<file path="src/rtl/dps_pkg.sv">
`timescale 1ns / 1ps
// ----------------------------------------------------------------------------
// dps_pkg
// Shared types and constants of the Doppler pitch smoother.
// ----------------------------------------------------------------------------
package dps_pkg;

	localparam int IN_W    = 272;
	localparam int OUT_W   = 24;
	localparam int CFG_W   = 24;
	localparam int CFG_A_W = 3;

	localparam logic [CFG_A_W-1:0] CFG_INTENSITY = 3'd0;
	localparam logic [CFG_A_W-1:0] CFG_SMOOTH_ON = 3'd1;
	localparam logic [CFG_A_W-1:0] CFG_SPEED     = 3'd2;
	localparam logic [CFG_A_W-1:0] CFG_VLIMIT    = 3'd3;
	localparam logic [CFG_A_W-1:0] CFG_PMAX      = 3'd4;
	localparam logic [CFG_A_W-1:0] CFG_TICK      = 3'd5;

	localparam logic [23:0] RST_INTENSITY = 24'd65536;
	localparam logic [23:0] RST_SPEED     = 24'd327680;
	localparam logic [14:0] RST_VLIMIT    = 15'd32000;
	localparam logic [18:0] RST_PMAX      = 19'd65536;
	localparam logic [15:0] RST_TICK      = 16'd1092;

	localparam logic signed [19:0] PITCH_ONE = 20'sd65536;
	localparam logic [32:0]        SOUND_Q16 = 33'd2162688000; // 33000 * 65536
	localparam logic [20:0]        SNAP_GAP  = 21'd6;
	localparam logic [4:0]         SQRT_STEPS = 5'd30;          // 31 steps
	localparam logic [4:0]         DIV_STEPS  = 5'd31;          // 32 steps

	typedef struct packed {
		logic [23:0] intensity;
		logic        smooth_on;
		logic [23:0] speed;
		logic [14:0] vlimit;
		logic [18:0] pmax;
		logic [15:0] tick;
	} cfg_t;

	typedef enum logic [4:0] {
		OP_NONE,
		OP_LOAD,
		OP_SHIFT,
		OP_MUL_SQ,
		OP_ACC_SQ,
		OP_MUL_DOT,
		OP_ACC_DOT,
		OP_SQRT_INIT,
		OP_SQRT_STEP,
		OP_MUL_LIM,
		OP_CMP_LIM,
		OP_DIV1_INIT,
		OP_DIV_STEP,
		OP_DIV2_INIT,
		OP_MUL_SC,
		OP_TGT,
		OP_MUL_ALPHA,
		OP_ALPHA,
		OP_MUL_GAP,
		OP_FINAL
	} op_t;

	typedef enum logic [4:0] {
		ST_IDLE,
		ST_SHIFT,
		ST_SQ_MUL,
		ST_SQ_ACC,
		ST_DOT_MUL,
		ST_DOT_ACC,
		ST_SQRT_INIT,
		ST_SQRT,
		ST_LIM_MUL,
		ST_LIM_CMP,
		ST_DIV1_INIT,
		ST_DIV,
		ST_DIV2_INIT,
		ST_SC_MUL,
		ST_TGT,
		ST_ALPHA_MUL,
		ST_ALPHA,
		ST_GAP_MUL,
		ST_FINAL
	} state_t;

	typedef struct packed {
		op_t        op;
		logic [1:0] idx;
	} cmd_t;

	typedef struct packed {
		logic vsat;
		logic out_free;
	} stat_t;

endpackage

</file>
<file path="src/rtl/dps_ctrl.sv">
`timescale 1ns / 1ps
// ----------------------------------------------------------------------------
// dps_ctrl
// Sequencer: steps the datapath through one transaction.
// ----------------------------------------------------------------------------
module dps_ctrl import dps_pkg::*; (
	input  logic  clk,
	input  logic  arst_n,
	input  logic  in_valid,
	output logic  in_ready,
	input  stat_t stat,
	output cmd_t  cmd
);

	state_t     state_q, state_d;
	logic [1:0] idx_q, idx_d;
	logic [4:0] cnt_q, cnt_d;
	logic       pass_q, pass_d;

	always_ff @(posedge clk or negedge arst_n) begin
		if (!arst_n) begin
			state_q <= ST_IDLE;
			idx_q   <= 2'd0;
			cnt_q   <= 5'd0;
			pass_q  <= 1'b0;
		end else begin
			state_q <= state_d;
			idx_q   <= idx_d;
			cnt_q   <= cnt_d;
			pass_q  <= pass_d;
		end
	end

	always_comb begin
		state_d  = state_q;
		idx_d    = idx_q;
		cnt_d    = cnt_q;
		pass_d   = pass_q;
		in_ready = 1'b0;
		cmd.op   = OP_NONE;
		cmd.idx  = idx_q;
		unique case (state_q)
			ST_IDLE: begin
				in_ready = 1'b1;
				if (in_valid) begin
					cmd.op  = OP_LOAD;
					state_d = ST_SHIFT;
				end
			end
			ST_SHIFT: begin
				cmd.op  = OP_SHIFT;
				idx_d   = 2'd0;
				state_d = ST_SQ_MUL;
			end
			ST_SQ_MUL: begin
				cmd.op  = OP_MUL_SQ;
				state_d = ST_SQ_ACC;
			end
			ST_SQ_ACC: begin
				cmd.op  = OP_ACC_SQ;
				state_d = ST_DOT_MUL;
			end
			ST_DOT_MUL: begin
				cmd.op  = OP_MUL_DOT;
				state_d = ST_DOT_ACC;
			end
			ST_DOT_ACC: begin
				cmd.op = OP_ACC_DOT;
				if (idx_q == 2'd2) begin
					state_d = ST_SQRT_INIT;
				end else begin
					idx_d   = idx_q + 2'd1;
					state_d = ST_SQ_MUL;
				end
			end
			ST_SQRT_INIT: begin
				cmd.op  = OP_SQRT_INIT;
				cnt_d   = SQRT_STEPS;
				state_d = ST_SQRT;
			end
			ST_SQRT: begin
				cmd.op = OP_SQRT_STEP;
				if (cnt_q == 5'd0) begin
					state_d = ST_LIM_MUL;
				end else begin
					cnt_d = cnt_q - 5'd1;
				end
			end
			ST_LIM_MUL: begin
				cmd.op  = OP_MUL_LIM;
				state_d = ST_LIM_CMP;
			end
			ST_LIM_CMP: begin
				cmd.op  = OP_CMP_LIM;
				state_d = stat.vsat ? ST_DIV2_INIT : ST_DIV1_INIT;
			end
			ST_DIV1_INIT: begin
				cmd.op  = OP_DIV1_INIT;
				cnt_d   = DIV_STEPS;
				pass_d  = 1'b0;
				state_d = ST_DIV;
			end
			ST_DIV: begin
				cmd.op = OP_DIV_STEP;
				if (cnt_q == 5'd0) begin
					state_d = pass_q ? ST_SC_MUL : ST_DIV2_INIT;
				end else begin
					cnt_d = cnt_q - 5'd1;
				end
			end
			ST_DIV2_INIT: begin
				cmd.op  = OP_DIV2_INIT;
				cnt_d   = DIV_STEPS;
				pass_d  = 1'b1;
				state_d = ST_DIV;
			end
			ST_SC_MUL: begin
				cmd.op  = OP_MUL_SC;
				state_d = ST_TGT;
			end
			ST_TGT: begin
				cmd.op  = OP_TGT;
				state_d = ST_ALPHA_MUL;
			end
			ST_ALPHA_MUL: begin
				cmd.op  = OP_MUL_ALPHA;
				state_d = ST_ALPHA;
			end
			ST_ALPHA: begin
				cmd.op  = OP_ALPHA;
				state_d = ST_GAP_MUL;
			end
			ST_GAP_MUL: begin
				cmd.op  = OP_MUL_GAP;
				state_d = ST_FINAL;
			end
			ST_FINAL: begin
				if (stat.out_free) begin
					cmd.op  = OP_FINAL;
					state_d = ST_IDLE;
				end
			end
			default: state_d = ST_IDLE;
		endcase
	end

endmodule

</file>
<file path="config.mk">
export PLATFORM = sky130hd
export DESIGN_NAME = dps_ctrl
export DESIGN_NICKNAME = d
export VERILOG_FILES = /design/src/rtl/dps_pkg.sv /design/src/rtl/dps_ctrl.sv
export SDC_FILE = /design/constraint.sdc
export NUM_CORES = 1
export LEC_CHECK = 0
export ABC_AREA = 1
export BUFFER_PORTS_ARGS = -buffer_cell sky130_fd_sc_hd__buf_2
export CAP_MARGIN = 20
export CORE_ASPECT_RATIO = 1.5
export CORE_MARGIN = 10
export CORE_UTILIZATION = 35
export CTS_CLUSTER_SIZE = 14
export DETAILED_ROUTE_END_ITERATION = 16
export HOLD_SLACK_MARGIN = 0.02
export SYNTH_ARGS = -nofsm -noshare
export SYNTH_HDL_FRONTEND = slang
export SYNTH_SLANG_ARGS = --single-unit
</file>
<file path="constraint.sdc">
create_clock -name clk -period 1.3 [get_ports clk]
set_clock_uncertainty 0.15 [all_clocks]
set_input_delay 0.065 -clock clk [delete_from_list [all_inputs] [get_ports clk]]
set_output_delay 0.065 -clock clk [all_outputs]
set_load 0.01 [all_outputs]
</file>
---- After elaboration in Yosys (flattened, before gate mapping) ----
Index checks and enable logic that the tools add are counted.
cells by class
  add/subtract/negate cells ............... 2
  equal/unequal tests ..................... 25
  multiplexer cells ....................... 17
  reductions and logical operators ........ 10
operator list
  cell                                               count
  case mux 5 bit (19 select lines)                   1
  case mux 5 bit (18 select lines)                   1
  == test 5 x 4 -> 1 bit (second input constant)     8
  two-way mux 5 bit                                  6
  == test 5 x 3 -> 1 bit (second input constant)     4
  == test 5 bit (second input constant)              3
  case mux 5 bit (3 select lines)                    1
  inequality test 2 bit (second input constant)      6
  == test 5 x 2 -> 1 bit (second input constant)     2
  zero test 5 bit                                    2
  two-way mux 3 bit                                  2
  == test 5 x 1 -> 1 bit (second input constant)     1
  subtractor 5 x 1 -> 5 bit (second input constant)  1
  case mux 2 bit (2 select lines)                    1
  AND reduction 2 bit                                2
  AND reduction 4 bit                                1
  nonzero test 2 bit                                 2
  OR reduction 2 bit                                 2
  two-way mux 1 bit                                  3
  nonzero test 3 bit                                 1
  adder 2 x 1 -> 2 bit (second input constant)       1
  == test 2 bit (second input constant)              1
  two-way mux 2 bit                                  1
  case mux 1 bit (2 select lines)                    1
storage, ports and cells
  register bits ........................... 13
  input bits .............................. 5
  output and inout port bits .............. 8
  logic and storage cells ................. 58

---- Logic depth before layout (Yosys ltp) ----
Gate-level depths: netlist of run 1.
  depth in word-level cells ............... 4
  mapped depth ............................ 10

---- Worst setup path after synthesis of run 1 ----
Ideal clock, no wire load.
  path kind ............................... reg2reg
  from .................................... register state_q[3]
  to ...................................... register cnt_q[4]
  setup time .............................. 0.117 ns
  arrival ................................. 1.175 ns
  required time ........................... 1.033 ns
  path slack .............................. -0.142 ns
  cell stages (with the launch flop) ...... 11
  buffers on the path ..................... 0
  period minus slack after synthesis ...... 1.442 ns
  cell sequence ........................... dfrtp_1 > inv_1 > nand2_2 > nand2_1 > nand2_2 > nor2_4 > inv_2 > nand2_4 > inv_2 > nand2_1 > nand2_1
on the way
  cells in the longest elaborated chain, start to end .. 4
RTL lines
  what                                                                                 RTL line        text
  start, declared                                                                      dps_ctrl.sv:15  state_t state_q, state_d;
  start signal, assigned                                                               dps_ctrl.sv:27  state_q <= state_d;
  == test 5 x 4 -> 1 bit / == test 5 x 3 -> 1 bit (equally long branches)              dps_ctrl.sv:42  unique case (state_q)
  OR reduction 2 bit (no source line)                                                  -
  inequality test 2 bit (no source line) / nonzero test 3 bit (equally long branches)  -
  AND reduction 2 bit (no source line)                                                 -
  end signal, assigned                                                                 dps_ctrl.sv:29  cnt_q <= cnt_d;
  end, declared                                                                        dps_ctrl.sv:17  logic [4:0] cnt_q, cnt_d;
Several ways; a longest one is shown, not always the timed one.
A chain may end at the register's enable or synchronous reset.

==> metrics list, run 1 <==
- Met3 wire len: 121 um
* Flops & latches, synth: 13
- Clock Path Buffers: 2
- Transition time at the pin with the least slew margin: between 0.3 and 0.4 ns
* Dominant register cell in the synthesized netlist: dfrtp_1
* Worst path max stage delay: roughly 0.47 ns
- Final critical-path required period: between 1.5 and 2 ns
* Number of instances in the synthesized netlist: approximately 170
* Core Area: 0.00294 sq mm
* Detailed Routing Iterations Pass 1: 4
- For flop-to-flop paths, the worst setup slack is -0.35 ns.
- Dividing total power by cell area gives a power density of about 2500 mW/mm^2.
* Wirelength per Cell: about 13 um
- Using the TritonRoute via totals, the vias-per-cell ratio works out to 4.87.
* Starting density of the core: 36.6%
* CTS tree: done
* Achievable frequency: approximately 580 MHz
- The area growth from synthesis to layout is 58.3%.
* Reg-to-reg endpoint: state_q[2]$_DFFE_PN0P_
* Maximum number of pins on one net before global-route repair: 14
- Filler Cell Count: 283
* Setup TNS: -5.56 ns
* Crit Path Category: reg -> out
* Unrepaired setup endpoints after global routing: yes
- Drc violations: 0
* Mean Syn Cell Area: 6.41 sq um
- The clock net in this run drives a total of 13 sinks.
- Post-Place Cells: 240
* Remaining number of nets flagged by the antenna check after routing: 0
- Remaining max-slew budget at the tightest pin: 79.2%
* Arr. time, crit path: around 1.5 ns
- Failing checks: setup timing
- Tcrit/Tclk final: 134%
- TritonCTS Buffers: 3
* Final slew viol count: 0
- For this run, the post-layout net count is 230.
- Via count: 1,266
* Setup Viol. Count Final: 18
- Post-synthesis sequential area ratio: a little under a third
* Clk root buf: clkbuf_8
- The hold violation total from the final report came to 0.
* Static leakage: ~0.88 nW
* Wirelength, routed: 3310 um
- The critical path goes through nor2_4, nand3_2, nor2_2, inv_2, nand2_2, a21oi_2, nand2_1, buf_2.
- The first routing iteration left between 80 and 90 violations.
- The startpoint identified for the worst register-to-register timing path is state_q[1]$_DFFE_PN0P_.
- Cell Area, Synth: 0.00108 sq mm
* Total buffers and inverters traversed by the critical path: 2
- Of all flip-flops after synthesis, the portion carrying an async set or reset was 100%.
- Startpoint class of the critical path: flip-flop
- # H-tree levels: 1
- Summed area of non-filler cells in the final layout: 0.00171 sq mm
- Share of post-route cells with drive strength above 1: 52.0%
- Area of the die: 0.00574 sq mm
- The highest metal layer carrying signal wires in the routed design is met4.
- Once detailed placement completed, the half-perimeter wirelength came to about 2400 um.
* Number of max-cap violations: 0
- At the worst endpoint, the required time is approximately 1.1 ns.
- Clock-pin slew of the registers on the worst-case setup and hold paths: 0.06 ns
- Detailed-route wire length on metal 1: about 1300 um
- After detailed routing, the met2 layer carries about 1700 um of wire.
- The path class of the tightest hold or removal check is in -> async.
- Yosys mapped a number of flops with a built-in enable equal to 0.
- At the end of routability-driven placement, the weighted congestion stood at approximately 0.90.
* Total gr overflow: 0
* Worst-path cell with the longest stage delay: dfrtp_2
- Die W: between 60 and 70 um
* Post-synthesis net count: approximately 180
- First-pass GRT wire length: 5200 um
- In this run the worst path has a maximum fanout of 7.
* Number of cell instances on the worst register-to-register path: 11
- Number of unique standard cell types used by synthesis: 24
* Largest vdd supply drop: between 1 and 1.5 mV
- CP endpoint kind: output port
- Antenna diodes: 0
- Number of global-route vias before repair: 1,274
* Top delay family on crit path: simple AND/OR/NAND/NOR gates
- At the later pin of the worst-skew pair, clock insertion delay measures roughly 0.24 ns.
* Placed inst area: about 0.0014 sq mm
- Global routing consumed, over all layers together, ~11% of the routing resources.
- In this run the core area contains 24 standard-cell rows.
- Number of cells in the finished layout apart from fillers: 260
- Height of the chip: a little under 90 um
* Port Buf Inserts: 12
- Count of boundary I/O pins: 13
- Across all setup checks in the final design, the least slack found is -0.438 ns.
- Total number of yosys warnings: 0
- Initial antenna violation count: 0
* Outcome: finished with violations
registers in the layout, indices dropped and copies added (netlist names):
signal   cells
cnt_q        5
idx_q        2
pass_q       1
state_q      5
placed cells by master, fill, tap and decap left out:
master         synthesis  final
clkbuf_8               0      3
dfrtp_2                0      5
inv_1                 21     14
dlygate4sd3_1          0      1
nand4_1                1      1
nor3_2                 0      1
xor2_1                 2      2
inv_2                  4     10
a21oi_2                0      1
nand2_4                1      2
buf_4                  1     28
o22ai_1                1      1
nand2_2                6     19
nand3_4                0      1
buf_2                  0     11
o21ai_2                0      1
nand2_1               52     39
nand3_2                1      3
o21ai_0                5      2
clkbuf_1               0      1
o21ai_1                4      6
o21a_1                 1      1
xnor2_1                1      1
a21oi_1                2      1
buf_6                  0      9
nor2_1                19      9
nand3_1               18     15
a211oi_4               0      1
o211ai_1               1      1
nor2_2                 5      7
nor2_4                 4     12
ha_1                   3      3
inv_4                  0      1
dfrtp_1               13      8
metrics by stage:
step | total power [mW] | utilization (%) | setup WS, ns | hold slack [ns]
after global placement | 3.14 | 46.7 | -0.213 | -0.182
after global routing | 4.61 | 58.0 | -0.532 | 0.134
after detailed placement | 3.18 | 46.7 | -0.220 | -0.176
after floorplan | 2.30 | - | -0.0795 | -0.381
after CTS | 3.92 | 53.3 | -0.419 | 0.0919
final | 4.25 | 58.0 | -0.438 | 0.0910
synth_stat cells (2+ instances only):
cell type,count,area share [%]
inv_1,21,7.3
nand2_2,6,3.5
ha_1,3,3.5
o21ai_0,5,2.3
inv_2,4,1.4
nand2_1,52,18
a21oi_1,2,0.93
o21ai_1,4,1.9
nand3_1,18,8.4
nor2_2,5,2.9
nor2_1,19,6.6
nor2_4,4,4.2
xor2_1,2,1.6
dfrtp_1,13,30
logic make-up after synthesis:
logic type               share of synthesized area [%]
AND/OR/NAND/NOR                                   46.7
adder cells (fa/ha/maj)                           3.48
flip-flops                                        30.2
AO/OA/AOI/OAI                                     7.78
XOR/XNOR                                          2.44
buffers and inverters                             9.41
where the power goes:
| group | total [mW] | leakage [nW] | internal [mW] | switching (mW) |
|---|---|---|---|---|
| registers | 0.816 | 0.157 | 0.606 | 0.210 |
| logic | 3.07 | 0.700 | 1.41 | 1.67 |
| clock network | 0.362 | 0.0228 | 0.217 | 0.145 |
metal layers:
| metal | vias to the layer above | global-route usage, % |
|---|---|---|
| met1 | 577 | 10.1 |
| met4 | 0 | 8.40 |
| li1 | 635 | - |
| met3 | 14 | 2.05 |
| met5 | - | 0 |
| met2 | 40 | 21.1 |
worst register-to-register path: cells and delay by family, from the launching register on:
family | cells | cell delay [ns]
buffers and inverters | 5 | 0.49
AND/OR/NAND/NOR | 6 | 0.46
flip-flops | 1 | 0.44
area by class of cell:
class | count | area (sq um) | area share (%)
Sequential cell | 13 | 332 | 19.4
Clock buffer | 4 | 45.0 | 2.64
Inverter | 25 | 96.3 | 5.65
Tap cell | 39 | 48.8 | 2.86
Timing Repair Buffer | 49 | 377 | 22.1
Multi-Input combinational cell | 130 | 807 | 47.3
worst max-delay path by stage:
stage / from / end / slack, ns / cells after the start
2_1_floorplan: state_q[3]$_DFFE_PN0P_ / cnt_q[4]$_DFFE_PN0P_ / -0.08 / 10
3_3_place_gp: state_q[2]$_DFFE_PN0P_ / cnt_q[2]$_DFFE_PN0P_ / -0.21 / 8
3_5_place_dp: state_q[2]$_DFFE_PN0P_ / cnt_q[4]$_DFFE_PN0P_ / -0.22 / 10
4_1_cts: state_q[3]$_DFFE_PN0P_ / cmd[5] / -0.42 / 6
5_1_grt: state_q[2]$_DFFE_PN0P_ / cmd[2] / -0.53 / 8
6_report: state_q[2]$_DFFE_PN0P_ / cmd[2] / -0.44 / 8
what timing repair did:
item                       4_1_cts  5_1_grt
setup endpoints to repair       18       19
buffers inserted                 8        6
hold endpoints to repair        13        0
hold buffers                     1        0
pin swaps                        6       11
cloned                           0        1
resized for setup               23       26
Power figures use the tool's default switching activity.
==> run 2: changes to the inputs <==
ABC_AREA = unset   (was 1)
CTS_CLUSTER_DIAMETER = 80   (was unset)
==> run 2 against run 1 <==
- the run still ends with setup timing left
- design area up 7.6%
- final cell count down 18%
- flip-flop and latch count did not move
- combinational power up 32%
- clock power up 2%
- global-route usage rose by 0.12 points
- setup slack worse by 0.095 ns
- non-clock buffer count rose by 20
- synthesized cell count is 32% lower
- largest power group unchanged
==> metrics list, run 2 <==
- Capturing instance or port of the critical path: state_q[1]$_DFFE_PN0P_ (was cmd[2])
- The area growth from synthesis to layout is 79.9% (was 58.3%).
- CTS tree: done (unchanged)
- The clock buffer count from CTS was 3 (unchanged).
- DRT iter0 DRCs: 43 (was 85)
* Wirelength per Cell: 15.3 um (was 12.7 um)
- The arrival time reported for the critical path endpoint was 1.81 ns (was 1.52 ns).
* Worst-path cell with the longest stage delay: dfrtp_1 (was dfrtp_2)
- Final-report hold violation count: 0 (unchanged)
- Launch point of the worst path: cnt_q[0]$_DFFE_PN0P_ (was state_q[2]$_DFFE_PN0P_)
- The number of clock sinks seen by CTS was 13 (unchanged).
- The normalized max-slew margin was 72.7% (was 79.2%).
* Total buffers and inverters traversed by the critical path: 2 (unchanged)
* Top delay family on crit path: simple AND/OR/NAND/NOR gates (unchanged)
* Wirelength, routed: 3280 um (was 3310 um)
* Die W: 64.1 um (was 65.3 um)
* Area of the die: 0.00552 sq mm (was 0.00574 sq mm)
- Achievable frequency: 545 MHz (was 575 MHz)
- The class of the most critical setup path is reg -> reg (was reg -> out).
- Count of boundary I/O pins: 13 (unchanged)
- The mux share of post-synthesis cell area came to 3.44% (was 0%).
* Most numerous cell types in the synthesized netlist: dfrtp_1 (13), nor2_1 (12), o21ai_0 (7) (was nand2_1 (52), inv_1 (21), nor2_1 (19), nand3_1 (18), dfrtp_1 (13))
- Most area-consuming cells after synthesis: dfrtp_1 (32%), nor2_1 (4.4%), ha_1 (3.7%) (was dfrtp_1 (30%), nand2_1 (18%), nand3_1 (8.4%))
* FF-to-FF Start: cnt_q[0]$_DFFE_PN0P_ (was state_q[1]$_DFFE_PN0P_)
* Clock-pin slew of the registers on the worst-case setup and hold paths: 0.06 ns (about the same)
* Routability congestion estimate from global placement: 0.875 (was 0.904)
* Number of cell instances on the worst register-to-register path: 7 (was 11)
* Total number of yosys warnings: 0 (unchanged)
- Total number of placement rows: 23 (was 24)
* Relative contribution of the clock network to total power: 7.2% (was 8.5%)
- The net total in the final layout is 186 (was 230).
- Static leakage: 0.815 nW (was 0.880 nW)
- Startpoint class of the critical path: flip-flop (unchanged)
- Crit path depth: 7 (was 8)
- The residual DRC count came to 0 (unchanged).
- Aggregate global-route resource usage: 11.2% (was 11.1%)
* DP HPWL: 2160 um (was 2420 um)
- The share of async-settable or async-resettable flops after synthesis is 100% (unchanged).
* Number of instances in the synthesized netlist: 114 (was 168)
- Commonest cells after routing, fill and taps aside: buf_4 (40), buf_2 (12), buf_6 (10) (was nand2_1 (39), buf_4 (28), nand2_2 (19)).
- Post-synthesis net count: 122 (was 176)
- Registers with the most flip-flops: cnt_q (5), state_q (5), idx_q (2) (unchanged).
* Post-synthesis sequential area ratio: 31.9% (was 30.2%)
* Proportion of netlist area held by the largest area contributor: 31.9% (was 30.2%)
- Clk root buf: clkbuf_8 (unchanged)
* Number of unique standard cell types used by synthesis: 46 (was 24)
* Via count: 1,120 (was 1,266)
- The setup-violating endpoint count in the final report is 19 (was 18).
* Initial antenna violation count: 0 (unchanged)
- Cell breakdown of the critical path: inv_2, ha_4, nor4b_4, or4_4, o41ai_4, buf_4, a221o_1 (was nor2_4, nand3_2, nor2_2, inv_2, nand2_2, a21oi_2, nand2_1, buf_2).
* Height of the chip: 86.1 um (was 87.9 um)
- The largest net degree at the start of global routing came to 14 (unchanged).
- Worst path max stage delay: 0.38 ns (was 0.47 ns)
- The combinational family with the most area after synthesis is compound AO/OA/AOI/OAI gates (was simple AND/OR/NAND/NOR gates).
* Overall Power: 5.17 mW (was 4.25 mW)
* Reg-to-reg endpoint: state_q[1]$_DFFE_PN0P_ (was state_q[2]$_DFFE_PN0P_)
- The most common cell after layout, fill and taps aside is buf_4 (was nand2_1).
- The maximum ir drop on the vdd rail is 1.66 mV (was 1.38 mV).
- The predominant post-synthesis flop cell is dfrtp_1 (unchanged).
- The power density over the cells is 2820 mW/mm^2 (was 2490 mW/mm^2).
- Maximum fanout count along the critical path: 3 (was 7)
* Flops & latches, synth: 13 (unchanged)
* Switch share: 41.7% (was 47.5%)
* Port Buf Inserts: 12 (unchanged)
- Failing checks: setup timing (unchanged).
* Number of global-route vias before repair: 1,131 (was 1,274)
- The synthesized area per cell came to 8.94 sq um (was 6.41 sq um).
- The synthesized-area fraction occupied by adder cells is 3.68% (was 3.48%).
- The fraction of the mapped netlist area in compound gates came to 24.7% (was 7.78%).
* Starting density of the core: 37.3% (was 36.6%)
- Setup ws final: -0.533 ns (was -0.438 ns)
- Antenna diodes: 0 (unchanged)
- Outcome: finished with violations (unchanged).
- The area of the mapped netlist was 0.00102 sq mm (was 0.00108 sq mm).
- The minimum period implied by the final worst setup slack was 1.83 ns (was 1.74 ns).
- Filler Cell Count: 221 (was 283)
* Min-delay worst type: in -> async (unchanged)
- Unrepaired setup endpoints after global routing: yes (unchanged)
- The floorplan core area came to 0.00273 sq mm (was 0.00294 sq mm).
* Share of post-route cells with drive strength above 1: 59.3% (was 52.0%)
* # H-tree levels: 1 (unchanged)
* Largest area contributor in the netlist: dfrtp_1 (unchanged)
* Post-Synth Simple-Gate Area: 24.7% (was 46.7%)
* Cell with the most instances after synthesis: dfrtp_1 (was nand2_1)
* Clock Path Buffers: 2 (unchanged)
* Total gr overflow: 0 (unchanged)
- The first-pass GRT wire length came to 5100 um (was 5200 um).
- Worst hold slack: 0.0959 ns (was 0.0910 ns)
- The slack of the worst reg-to-reg path is -0.53 ns (was -0.35 ns).
* Number of synthesized flops with an enable pin: 0 (unchanged)
- Remaining number of nets flagged by the antenna check after routing: 0 (unchanged)
- The max capacitance violation total came to 0 (unchanged).
- The data required time at the worst endpoint was 1.28 ns (was 1.09 ns).
* Psw: 2.15 mW (was 2.02 mW)
- The detailed-router iteration count before antenna repair is 4 (unchanged).
- Vias per std cell: 5.23 (was 4.87)
* Tcrit/Tclk final: 141% (was 134%)
- The total internal power was 3.01 mW (was 2.23 mW).
* Insertion delay of the later-clocked pin in the worst-skew pair: 0.24 ns (about the same)
* Combinational share of power: 78.6% (was 72.3%)
* CP endpoint kind: flip-flop (was output port)
- Final slew viol count: 0 (unchanged)
* Part of the power in registers: 14.3% (was 19.2%)
- Xor/xnor cell area share of the yosys netlist: 4.17% (was 2.44%)
- Transition time at the pin with the least slew margin: 0.407 ns (was 0.312 ns)
==> run 2: cell types whose count changed in the layout (fill, tap and decap cells not counted), moves of 7 or more <==
cell	delta
nand3_1	-14
nand2_1	-37
nor2_4	-9
nor2_2	-7
nand2_2	-17
buf_4	+12
inv_2	-7
inv_1	-12
==> run 2: metal layers <==
layer	vias to the layer above	global-route usage (%)	share of wire, %
met5	-	0	0
met4	0	6.19	2.7
met3	8	0.911	1.8
met2	15	20.6	55
met1	544	12.2	41
li1	553	-	-
==> run 2: worst min path at each step <==
| stage | start | end | slack [ns] | depth (start not counted) |
|---|---|---|---|---|
| finish | arst_n | state_q[2]$_DFFE_PN0P_ | 0.1 | 2 |
| global route | arst_n | cnt_q[1]$_DFFE_PN0P_ | 0.14 | 2 |
| CTS | arst_n | cnt_q[4]$_DFFE_PN0P_ | 0.11 | 2 |
| detailed placement | arst_n | cnt_q[4]$_DFFE_PN0P_ | -0.18 | 1 |
| global placement | arst_n | cnt_q[4]$_DFFE_PN0P_ | -0.18 | 1 |
| floorplan | arst_n | cnt_q[0]$_DFFE_PN0P_ | -0.38 | 0 |
==> run 2: final cells by class <==
class / instances / area (sq um) / area share [%]
repair buffers: 69 / 593 / 32.3
multi-input cells: 86 / 801 / 43.7
clock buffers: 4 / 45.0 / 2.46
inverters: 5 / 18.8 / 1.02
flip-flops and latches: 13 / 330 / 18.0
well taps: 37 / 46.3 / 2.52
==> run 2: timing repair <==
item	CTS	global route
setup buffers	10	15
resized for setup	21	26
pin swaps	10	13
cloned	0	1
hold buffers	1	0
setup endpoints to repair	19	19
hold endpoints to repair	13	0
==> run 2: through the flow <==
stage	setup TNS (ns)	instances	instance area, sq um	worst slack [ns]	util [%]
global placement	-5.09	186	1400	-0.522	51.0
CTS	-7.14	200	1590	-0.525	58.2
detailed placement	-5.68	186	1400	-0.587	51.0
floorplan	-3.47	114	1120	-0.552	-
global route	-8.93	214	1830	-0.601	67.1
finish	-7.40	214	1830	-0.533	67.1
==> run 2: kinds of logic (layout without fill, tap and decap cells) <==
kind of cell | Yosys count | in the layout
AND/OR/NAND/NOR | 41 | 41
XOR/XNOR | 4 | 4
adder cells (fa/ha/maj) | 3 | 3
buffers and inverters | 15 | 78
flip-flops | 13 | 13
AO/OA/AOI/OAI | 35 | 35
multiplexers | 3 | 3
==> run 2: power groups by stage <==
stage / Sequential, mW / Combinational (mW) / Clock (mW)
6_report: 0.738 / 4.06 / 0.370
5_1_grt: 0.757 / 4.39 / 0.401
4_1_cts: 0.721 / 3.24 / 0.368
3_5_place_dp: 0.697 / 2.82 / 0
3_3_place_gp: 0.693 / 2.76 / 0
2_1_floorplan: 0.650 / 1.89 / 0
==> run 3: changes to the inputs <==
CORE_UTILIZATION = 50   (was 35)
PLACE_DENSITY = 0.73   (was unset)
==> run 3 against run 2 <==
- the run still ends with setup timing left
- final cell count shrank 5.6%
- design area shrank 0.61%
- flip-flop and latch count is the same
- sequential share of layout area is essentially flat
- via count grew 11%
==> metrics list, run 3 (synthesis gave the netlist of run 2 again) <==
* Outcome: finished with violations (unchanged)
- Failing checks: setup timing (unchanged)
* Starting density of the core: 51.6% (was 37.3%)
* Nets: 189 (was 186)
- Most common library cell in the layout ignoring fill and taps: buf_4 (unchanged)
- Setup ws final: -0.641 ns (was -0.533 ns)
- The largest net degree at the start of global routing is 19 (was 14).
- The cell chosen for the clock root is clkbuf_4 (was clkbuf_8).
* Core Area: 0.00198 sq mm (was 0.00273 sq mm)
* Die W: 56.9 um (was 64.1 um)
* Maximum fanout count along the critical path: 2 (was 3)
- Placement-stage worst setup slack: -0.561 ns (was -0.587 ns)
- The number of antenna violations at the first check in global routing was 0 (unchanged).
- Summed area of non-filler cells in the final layout: 0.00182 sq mm (was 0.00183 sq mm)
- The global-route total usage across every layer was 16.6% (was 11.2%).
* TritonCTS Buffers: 3 (unchanged)
- The highest-delay cell along the critical path was or4_4 (was dfrtp_1).
- The CTS clock-pin slew for the worst setup and hold paths is 0.09 ns (was 0.06 ns).
- Height of the chip: 75.3 um (was 86.1 um)
* CP endpoint kind: flip-flop (unchanged)
- Remaining number of nets flagged by the antenna check after routing: 0 (unchanged)
- Number of sinks handled by clock tree synthesis: 13 (unchanged)
- Total buffers and inverters traversed by the critical path: 1 (was 2)
- The overflow left after global routing was 0 (unchanged).
- The number of buffers between clock root and the deepest sink is 2 (unchanged).
- Share of post-route cells with drive strength above 1: 58.9% (was 59.3%)
- The first-iteration detailed-routing DRC count came to 37 (was 43).
- Insertion delay of the later-clocked pin in the worst-skew pair: 0.28 ns (was 0.24 ns)
* Largest vdd supply drop: 1.79 mV (was 1.66 mV)
- The leakage power was 0.832 nW (was 0.815 nW).
* Achievable frequency: 515 MHz (was 545 MHz)
- Port Buf Inserts: 12 (unchanged)
- Unrepaired setup endpoints after global routing: yes (unchanged)
* Crit Path Category: reg -> reg (unchanged)
* Registers with the most flip-flops: cnt_q (5), state_q (5), idx_q (2) (unchanged)
* Top delay family on crit path: simple AND/OR/NAND/NOR gates (unchanged)
- The via count of the first global-routing pass is 1,187 (was 1,131).
- Detailed Routing Iterations Pass 1: 7 (was 4)
- Remaining max-slew budget at the tightest pin: 77.8% (was 72.7%)
* Layout overhead on the synthesized area: 78.8% (was 79.9%)
* Routability congestion estimate from global placement: 0.811 (was 0.875)
- The first-pass GRT wire length is 5680 um (was 5100 um).
- The TritonCTS clock tree is done (unchanged).
* Overall Power: 5.29 mW (was 5.17 mW)
* Arr. time, crit path: 1.95 ns (was 1.81 ns)
- The level count of the clock H-tree is 1 (unchanged).
- Area of the die: 0.00428 sq mm (was 0.00552 sq mm)
- Min-delay worst type: in -> async (unchanged)
* Data required time of the critical path: 1.31 ns (was 1.28 ns)
- The final count of pins violating max slew came to 0 (unchanged).
- Tcrit/Tclk final: 149% (was 141%)
- Final critical-path required period: 1.94 ns (was 1.83 ns)
- The total vias in the final route is 1,244 (was 1,120).
- Setup Viol. Count Final: 19 (unchanged)
- Transition time at the pin with the least slew margin: 0.334 ns (was 0.407 ns)
- Commonest cells after routing, fill and taps aside: buf_4 (45), buf_2 (12), dfrtp_1 (11) (was buf_4 (40), buf_2 (12), buf_6 (10))
* Placed inst area: 0.00138 sq mm (was 0.00140 sq mm)
* DP HPWL: 2210 um (was 2160 um)
- The detailed-route vias per instance came to 6.16 (was 5.23).
- Number of max-cap violations: 0 (unchanged)
- Power per unit of standard cell area: 2900 mW/mm^2 (was 2820 mW/mm^2)
* Count of boundary I/O pins: 13 (unchanged)
* Worst hold slack: 0.0519 ns (was 0.0959 ns)
- Startpoint class of the critical path: flip-flop (unchanged)
* Wirelength per Cell: 20.0 um (was 15.3 um)
- Total number of placement rows: 20 (was 23)
* Antenna diodes: 0 (unchanged)
- Final-report hold violation count: 0 (unchanged)
- Setup slack of the worst register-to-register path: -0.64 ns (was -0.53 ns)
- The count of filler cells inserted in the layout was 73 (was 221).
- Drc violations: 0 (unchanged)
- The largest stage delay on the critical path is 0.54 ns (was 0.38 ns).
- Setup TNS: -8.03 ns (was -7.40 ns)
- Cell breakdown of the critical path: inv_2, ha_4, nor4b_4, or4_4, o41ai_4, mux2_4 (was inv_2, ha_4, nor4b_4, or4_4, o41ai_4, buf_4, a221o_1)
* Wirelength, routed: 4040 um (was 3280 um)
## run 3: stage by stage
step                std cells  util [%]
finish                    202      92.2
global route              202      92.2
CTS                       187      83.3
detailed placement        171      69.6
global placement          171      69.6
floorplan                 114         -
## run 3: cell type report
cell class                      instances  area, sq um  share of cell area (%)
Clock buffer                            4         26.3                    1.44
Inverter                                5         18.8                    1.03
Multi-Input combinational cell         86          800                    43.9
Sequential cell                        13          328                    18.0
Tap cell                               22         27.5                    1.51
Timing Repair Buffer                   72          623                    34.2
## run 3: final timing paths
kind | start | endpoint | cells after the start
min in group clk | stat[1] | state_q[1]$_DFFE_PN0P_ | 4
worst min-delay path | arst_n | pass_q$_DFFE_PN0P_ | 2
worst max-delay path | cnt_q[1]$_DFFE_PN0P_ | state_q[3]$_DFFE_PN0P_ | 6
worst max register to register | cnt_q[1]$_DFFE_PN0P_ | state_q[3]$_DFFE_PN0P_ | 6
worst min register to register | pass_q$_DFFE_PN0P_ | pass_q$_DFFE_PN0P_ | 2
max in group asynchronous | arst_n | state_q[4]$_DFFE_PN0P_ | 2
## run 3: worst reg2reg max path, cell delays in order, from the launching register on
cell	delay, ns
dfrtp_1	0.37
inv_2	0.06
ha_4	0.15
nor4b_4	0.13
or4_4	0.54
o41ai_4	0.08
mux2_4	0.34
## run 3: power breakdown
part	leakage, nW	switching (mW)	internal [mW]
registers	0.144	0.181	0.554
clock network	0.0150	0.144	0.119
logic	0.672	1.97	2.32
total	0.832	2.30	2.99
## run 3: metal layers
metal	up-vias	routed length [um]	global-route usage [%]	share of wire, %
li1	559	-	-	-
met1	620	1560	17.0	38
met2	59	2230	33.7	55
met3	6	160	0.833	4.0
met4	0	92	7.33	2.3
met5	-	0	0	0
## run 3: repair_timing
action | in CTS | in global routing
gates cloned | 0 | 1
buffers inserted | 12 | 14
endpoints found under the setup margin | 19 | 19
pin swaps | 10 | 7
hold buffers | 1 | 0
gates resized for setup | 25 | 11
endpoints found under the hold margin | 13 | 0
